`config.mk`:
```
export PLATFORM = sky130hd
export DESIGN_NAME = rgb_level_dimmer_unit
export DESIGN_NICKNAME = d
export VERILOG_FILES = /design/src/sv/rld_pkg.sv /design/src/sv/rgb_level_dimmer_unit.sv
export VERILOG_INCLUDE_DIRS = /design/src /design/src/sv
export SDC_FILE = /design/constraint.sdc
export NUM_CORES = 2
export LEC_CHECK = 0
export BUFFER_PORTS_ARGS = -buffer_cell sky130_fd_sc_hd__buf_2
export CAP_MARGIN = 20
export CORE_MARGIN = 1.5
export CORE_UTILIZATION = 55
export DETAILED_ROUTE_END_ITERATION = 10
export PLACE_DENSITY = 0.85
export SYNTH_ARGS = -nofsm -noshare
export SYNTH_HDL_FRONTEND = slang
export SYNTH_SLANG_ARGS = --single-unit
export TNS_END_PERCENT = 30
```
`constraint.sdc`:
```
create_clock -name clk -period 5.7 [get_ports clk]
set_input_delay 0.285 -clock clk [delete_from_list [all_inputs] [get_ports clk]]
set_output_delay 0.285 -clock clk [all_outputs]
set_load 0.02 [all_outputs]
```
`src/sv/rgb_level_dimmer_unit_assert.svh`:
```
// Assertion macros for the RGB level dimmer.
// Used by rgb_level_dimmer_unit; expects clk and rst in scope.
`ifndef RGB_LEVEL_DIMMER_UNIT_ASSERT_SVH
`define RGB_LEVEL_DIMMER_UNIT_ASSERT_SVH

// Check a condition at every clock edge outside reset.
`define RLD_ASSERT_ALWAYS(lbl, cond) \
  lbl: assert property (@(posedge clk) disable iff (rst) (cond)) \
    else $error("rld: check failed");

// Check that a condition holds in the cycle after a trigger.
`define RLD_ASSERT_NEXT(lbl, trig, cond) \
  lbl: assert property (@(posedge clk) disable iff (rst) (trig) |=> (cond)) \
    else $error("rld: check failed one cycle after trigger");

`endif

```
`src/sv/rld_pkg.sv`:
```
// Shared types and constants for the RGB level dimmer.
// No dependencies; imported by rgb_level_dimmer_unit.
package rld_pkg;

  localparam int unsigned NUM_CH = 3;

  localparam logic [7:0]  LEVEL_MAX   = 8'd255;
  localparam logic [14:0] BRIGHT_FULL = 15'd25600;  // 100 percent in Q7.8
  // floor(x / 100) == (x * 5243) >> 19 for every x up to 25500
  localparam logic [12:0] RECIP_100   = 13'd5243;
  localparam int unsigned RECIP_SHIFT = 19;

  typedef enum logic [2:0] {
    OP_SET     = 3'd0,
    OP_UP      = 3'd1,
    OP_DOWN    = 3'd2,
    OP_BR_UP   = 3'd3,
    OP_BR_DOWN = 3'd4,
    OP_FLUCT   = 3'd5,
    OP_RESET   = 3'd6,
    OP_NONE    = 3'd7
  } op_t;

  typedef logic [7:0] level_t;

endpackage

```
`src/sv/rgb_level_dimmer_unit.sv`:
```
// RGB level dimmer: top level with command decode, state and output scaling.
// Depends on rld_pkg and rgb_level_dimmer_unit_assert.svh.
`include "rgb_level_dimmer_unit_assert.svh"

// Takes one command word per cycle while s_axis_tready is high and returns
// one result word per command, in order. It sustains one word per clock
// while m_axis_tready is high: a command updates the three colour levels,
// the ramp flags and the brightness as it leaves the command register, so
// the next command already sees the new state. The result shows the levels
// after the command and each level scaled by brightness (floor(level *
// brightness / 25600)), computed in two registered multiply steps: level
// times brightness, then a reciprocal multiply for the divide by 100. Each
// stage holds its word until the next can take it, so s_axis_tready drops
// only when all four stages carry words. Reset leaves the levels at zero,
// all channels rising and brightness at 100 percent.
module rgb_level_dimmer_unit
  import rld_pkg::*;
(
  input  logic        clk,
  input  logic        rst,
  input  logic        s_axis_tvalid,
  output logic        s_axis_tready,
  // [2:0] op, [4:3] channel, [12:5] amount, [27:13] brightness_step
  input  logic [31:0] s_axis_tdata,
  output logic        m_axis_tvalid,
  input  logic        m_axis_tready,
  // [7:0] drive_red, [15:8] drive_green, [23:16] drive_blue,
  // [31:24] level_red, [39:32] level_green, [47:40] level_blue
  output logic [47:0] m_axis_tdata,
  // [0] refresh
  output logic        m_axis_tuser
);

  // Pipeline valids and per-stage ready (stage may load when empty or draining)
  logic cmd_valid, mix_valid, prod_valid, out_valid;
  logic cmd_rdy, mix_rdy, prod_rdy, out_rdy;

  assign out_rdy  = !out_valid  || m_axis_tready;
  assign prod_rdy = !prod_valid || out_rdy;
  assign mix_rdy  = !mix_valid  || prod_rdy;
  assign cmd_rdy  = !cmd_valid  || mix_rdy;

  assign s_axis_tready = cmd_rdy;

  logic in_take, cmd_take;
  assign in_take  = s_axis_tvalid && cmd_rdy;
  assign cmd_take = cmd_valid && mix_rdy;

  // Command register
  op_t         cmd_op;
  logic [1:0]  cmd_ch;
  logic [7:0]  cmd_amount;
  logic [14:0] cmd_bstep;

  // Block state
  level_t      levels [NUM_CH];
  logic [NUM_CH-1:0] rising;
  logic [14:0] brightness;

  level_t      levels_next [NUM_CH];
  logic [NUM_CH-1:0] rising_next;
  logic [14:0] brightness_next;
  logic        refresh_next;

  // Snapshot of state after a command
  level_t      mix_levels [NUM_CH];
  logic [14:0] mix_bright;
  logic        mix_refresh;

  // Level times brightness, divided by 256
  logic [14:0] prod_scaled [NUM_CH];
  level_t      prod_levels [NUM_CH];
  logic        prod_refresh;

  // Result register
  level_t      drive   [NUM_CH];
  level_t      out_lvl [NUM_CH];
  logic        out_refresh;

  always_ff @(posedge clk) begin
    if (rst) begin
      cmd_valid <= 1'b0;
    end else if (cmd_rdy) begin
      cmd_valid <= s_axis_tvalid;
    end
  end

  always_ff @(posedge clk) begin
    if (in_take) begin
      cmd_op     <= op_t'(s_axis_tdata[2:0]);
      cmd_ch     <= s_axis_tdata[4:3];
      cmd_amount <= s_axis_tdata[12:5];
      cmd_bstep  <= s_axis_tdata[27:13];
    end
  end

  // Command decode: saturating level steps, clamped brightness, triangle ramp
  always_comb begin
    logic [8:0]  lsum;
    logic [15:0] bsum;
    for (int i = 0; i < NUM_CH; i++) begin
      levels_next[i] = levels[i];
    end
    rising_next     = rising;
    brightness_next = brightness;
    refresh_next    = 1'b0;
    lsum            = '0;
    bsum            = '0;
    case (cmd_op)
      OP_SET: begin
        if (cmd_ch < 2'(NUM_CH)) begin
          levels_next[cmd_ch] = cmd_amount;
        end
      end
      OP_UP: begin
        if (cmd_ch < 2'(NUM_CH)) begin
          lsum = {1'b0, levels[cmd_ch]} + {1'b0, cmd_amount};
          levels_next[cmd_ch] = lsum[8] ? LEVEL_MAX : lsum[7:0];
        end
        refresh_next = 1'b1;
      end
      OP_DOWN: begin
        if (cmd_ch < 2'(NUM_CH)) begin
          levels_next[cmd_ch] = (levels[cmd_ch] > cmd_amount) ?
                                (levels[cmd_ch] - cmd_amount) : 8'd0;
        end
        refresh_next = 1'b1;
      end
      OP_BR_UP: begin
        bsum = {1'b0, brightness} + {1'b0, cmd_bstep};
        brightness_next = (bsum >= {1'b0, BRIGHT_FULL}) ? BRIGHT_FULL : bsum[14:0];
        refresh_next = 1'b1;
      end
      OP_BR_DOWN: begin
        brightness_next = (brightness > cmd_bstep) ? (brightness - cmd_bstep) : 15'd0;
        refresh_next = 1'b1;
      end
      OP_FLUCT: begin
        for (int i = 0; i < NUM_CH; i++) begin
          if (rising[i]) begin
            lsum = {1'b0, levels[i]} + {1'b0, cmd_amount};
            if (lsum >= {1'b0, LEVEL_MAX}) begin
              levels_next[i] = LEVEL_MAX;
              rising_next[i] = 1'b0;
            end else begin
              levels_next[i] = lsum[7:0];
            end
          end else if (levels[i] <= cmd_amount) begin
            levels_next[i] = 8'd0;
            rising_next[i] = 1'b1;
          end else begin
            levels_next[i] = levels[i] - cmd_amount;
          end
        end
        refresh_next = 1'b1;
      end
      OP_RESET: begin
        for (int i = 0; i < NUM_CH; i++) begin
          levels_next[i] = 8'd0;
        end
        rising_next  = '1;
        refresh_next = 1'b1;
      end
      default: begin
        refresh_next = 1'b0;
      end
    endcase
  end

  // Commit state as the command moves on
  always_ff @(posedge clk) begin
    if (rst) begin
      for (int i = 0; i < NUM_CH; i++) begin
        levels[i] <= 8'd0;
      end
      rising     <= '1;
      brightness <= BRIGHT_FULL;
    end else if (cmd_take) begin
      levels     <= levels_next;
      rising     <= rising_next;
      brightness <= brightness_next;
    end
  end

  always_ff @(posedge clk) begin
    if (rst) begin
      mix_valid <= 1'b0;
    end else if (mix_rdy) begin
      mix_valid <= cmd_valid;
    end
  end

  always_ff @(posedge clk) begin
    if (cmd_take) begin
      mix_levels  <= levels_next;
      mix_bright  <= brightness_next;
      mix_refresh <= refresh_next;
    end
  end

  // Scale step one: level * brightness, drop the Q7.8 fraction
  always_ff @(posedge clk) begin
    if (rst) begin
      prod_valid <= 1'b0;
    end else if (prod_rdy) begin
      prod_valid <= mix_valid;
    end
  end

  always_ff @(posedge clk) begin
    logic [22:0] prod;
    if (mix_valid && prod_rdy) begin
      for (int i = 0; i < NUM_CH; i++) begin
        prod           = mix_levels[i] * mix_bright;
        prod_scaled[i] <= prod[22:8];
        prod_levels[i] <= mix_levels[i];
      end
      prod_refresh <= mix_refresh;
    end
  end

  // Scale step two: divide by 100 through the reciprocal
  always_ff @(posedge clk) begin
    if (rst) begin
      out_valid <= 1'b0;
    end else if (out_rdy) begin
      out_valid <= prod_valid;
    end
  end

  always_ff @(posedge clk) begin
    logic [27:0] quot;
    if (prod_valid && out_rdy) begin
      for (int i = 0; i < NUM_CH; i++) begin
        quot       = prod_scaled[i] * RECIP_100;
        drive[i]   <= quot[RECIP_SHIFT+7:RECIP_SHIFT];
        out_lvl[i] <= prod_levels[i];
      end
      out_refresh <= prod_refresh;
    end
  end

  assign m_axis_tvalid = out_valid;
  assign m_axis_tdata  = {out_lvl[2], out_lvl[1], out_lvl[0], drive[2], drive[1], drive[0]};
  assign m_axis_tuser  = out_refresh;

  // Brightness never leaves its 0..100 percent range
  `RLD_ASSERT_ALWAYS(a_bright_range, brightness <= BRIGHT_FULL)

  // Scaling by at most full brightness never raises a level
  `RLD_ASSERT_ALWAYS(a_drive_le_level, !out_valid ||
    (drive[0] <= out_lvl[0] && drive[1] <= out_lvl[1] && drive[2] <= out_lvl[2]))

  // A colour reset clears all levels and sets all channels rising
  `RLD_ASSERT_NEXT(a_reset_clears, cmd_take && cmd_op == OP_RESET,
    levels[0] == 8'd0 && levels[1] == 8'd0 && levels[2] == 8'd0 && rising == '1)

endmodule
```
==> metrics.txt <==
vias post-DR around 25000; largest net degree at the start of global routing 50; post-route ant nets 0; DIE AREA 63580 um2; GRT Total Usage 0.2516; worst setup path endpoint prod_scaled[0][43]; share of cells above drive strength 1 0.06454; Final Hold Vio Count 0; clock latency on the worst-skew pair roughly 600 ps; crit path DAT around 5900 ps; f_max 181.3 MHz; worst-path fanout max 21; fin crit share 0.9677; sequential area share after synthesis 0.1914; r2r endpoint prod_scaled[0][43]; port buffer count slightly above 80; first-pass GRT wire length 129000 um; Synth Register Bits 233; synth unique cells 83; Max Buffers Root-to-Sink 3; Worst Hold Class in2reg; status finished, final reports clean; Ys Warns 0; CTS tree built; DR vias/cell 5.661; area grow syn2layout 8.169%; Max-slew headroom 0.3058; drt first-iter violations 1571; Worst setup startpoint mix_bright[7]; Startpoint Class flip-flop; total core area 61480 um2; cts bufs inserted 29; skew final 16.56 ps; post-route cell area 36930 um2; hold path cells 4; Congestion Overflow GR 0; Min Hold Slack 112.0 ps; fill count roughly 5000; reg-to-reg startpoint mix_bright[7]; Die Y 252.2 um; GP Congestion approximately 0.96; post-layout util 0.6007; max_cap viols 0; vias in the first global route around 26000; H-tree levels 1; Top FF cell, synth edfxtp_1; synthesized area per cell 9.694 um2; FFs w/ async S/R, synth 0; Finish-stage setup viols 0; Pre-antenna DRT Iters 6; clk sinks roughly 230; FF-to-FF setup slack 180 ps; Final Critical Period 5516 ps; Mapped Cells about 3500; DP HPWL 62420 um; clock-pin slew on the worst setup and hold paths 70 ps; syn nets 4511; fin nets 4607; Residual DRC 0; die width approximately 250 um; Reg2Reg Depth 16; Critical Path End Type flip-flop; n_diodes 0; row count 91; synthesized area 34140 um2; Required @ worst endpoint 6050 ps; Fin Setup TNS 0 ps; Slew @ Worst Pin roughly 1000 ps; initial antenna violation count 0; Starting Density 0.5553; I/O pins 87; Max Slew Vio Count 0; routed len/inst 17.69 um; dpl cell area 35580 um2; RSZ-0062 raised after global routing true; DRT Wirelength around 78000 um; EDFF count, synth 187; critical path type reg2reg; Clock Root Buffer clkbuf_16
-- flip-flops by register name, summed over array words and instances, names as in the netlist, 2 cells and up --
signal       flops
prod_levels     24
mix_levels      24
cmd_ch           2
drive           24
mix_bright      15
cmd_bstep       15
out_lvl         24
rising           3
cmd_op           3
cmd_amount       8
brightness      15
levels          24
prod_scaled     45
-- how the worst min path moves through the flow --
stage | start | endpoint
floorplan | s_axis_tdata[5] | cmd_amount[0]
global placement | mix_refresh | prod_refresh
detailed placement | prod_levels[0][11] | out_lvl[0][11]
CTS | m_axis_tready | m_axis_tvalid
global route | m_axis_tready | m_axis_tvalid
finish | m_axis_tready | m_axis_tvalid
-- cells in the final DEF, fill, tap and decap left out, drive strengths merged, types with 40 or more instances in the layout --
master,netlist,routed
a21o,40,40
a21oi,131,131
dfxtp,46,46
ha,508,508
o21ai,115,115
nor3,49,49
fa,445,445
buf,7,143
o21a,45,45
edfxtp,187,187
nand2,182,182
and2,300,300
inv,670,676
nor2,167,167
xnor2,76,76
-- Yosys cell counts, types with 8 or more instances --
cell type	n	area, um2
o31a_1	9	78.83
xor2_1	29	254.0
a21oi_1	131	655.6
nand3_1	32	160.2
edfxtp_1	187	5615
a31oi_1	16	100.1
nor4_1	12	75.07
or3_1	17	106.4
o21ai_0	108	540.5
nand2b_1	26	162.7
and2_1	300	1877
ha_1	508	6356
o211ai_1	8	60.06
mux2i_1	9	90.09
nor2_1	167	626.9
a211oi_1	21	157.7
o31ai_1	18	135.1
or2_2	15	93.84
nor2b_1	35	219.0
nand4_1	20	125.1
xnor2_1	76	665.6
a21o_1	39	292.8
o21bai_1	21	157.7
clkbuf_1	100	375.4
dfxtp_1	46	920.9
nor3_1	49	245.2
a31o_2	9	78.83
a311oi_1	10	87.58
a211o_1	8	70.07
and3_1	11	68.82
nand2_1	182	683.2
inv_1	670	2515
o21a_1	45	337.8
fa_1	445	8909
-- routing by layer --
metal / up-vias / routed length [um] / track usage
met5: - / 0 / 0
met4: 0 / 2722 / 0.08452
met3: 171 / 4739 / 0.03481
met2: 776 / 38090 / 0.4336
met1: 12370 / 32850 / 0.3261
li1: 11770 / - / -
-- layout make-up --
cell class,count,area (um2),area share
Multi-Input combinational cell,2510,24710,0.6691
Sequential cell,233,6536,0.1770
Clock inverter,18,209.0,0.005658
Inverter,672,2522,0.06830
Clock buffer,36,794.5,0.02151
Timing Repair Buffer,172,1171,0.03171
Tap cell,790,988.4,0.02676
-- timing repair --
action,in CTS,in global routing
endpoints found under the setup margin,0,4
endpoints found under the hold margin,29,0
gates resized for setup,0,3
buffers inserted,0,4
hold buffers,29,0
-- cells by family after synthesis --
family / share of synthesized area
buffers and inverters: 0.08575
AND/OR/NAND/NOR: 0.1361
XOR/XNOR: 0.02693
AO/OA/AOI/OAI: 0.1097
adder cells (fa/ha/maj): 0.4474
multiplexers: 0.002639
flip-flops: 0.1914
-- worst max-delay path, cell delays in order (launching register included) --
cell and delay (ps):
edfxtp_1 870, and2_1 250, fa_1 440, fa_1 480, fa_1 550, inv_1 50
fa_1 530, inv_1 50, ha_1 360, a21o_1 200, a21oi_1 140, o211ai_1 170
o311a_1 370, a31o_2 300, a21o_1 200, a21oi_1 210, xnor2_1 90
-- per-stage QoR --
step                instances  setup WS, ps
detailed placement       4344         138.3
CTS                      4427         109.3
global placement         4344         295.0
finish                   4431         184.3
floorplan                3522         678.2
global route             4431        -38.84
Power is left out: the tool's default activity adds up to more than one toggle a clock period on the data nets, which glitch-free logic cannot reach.
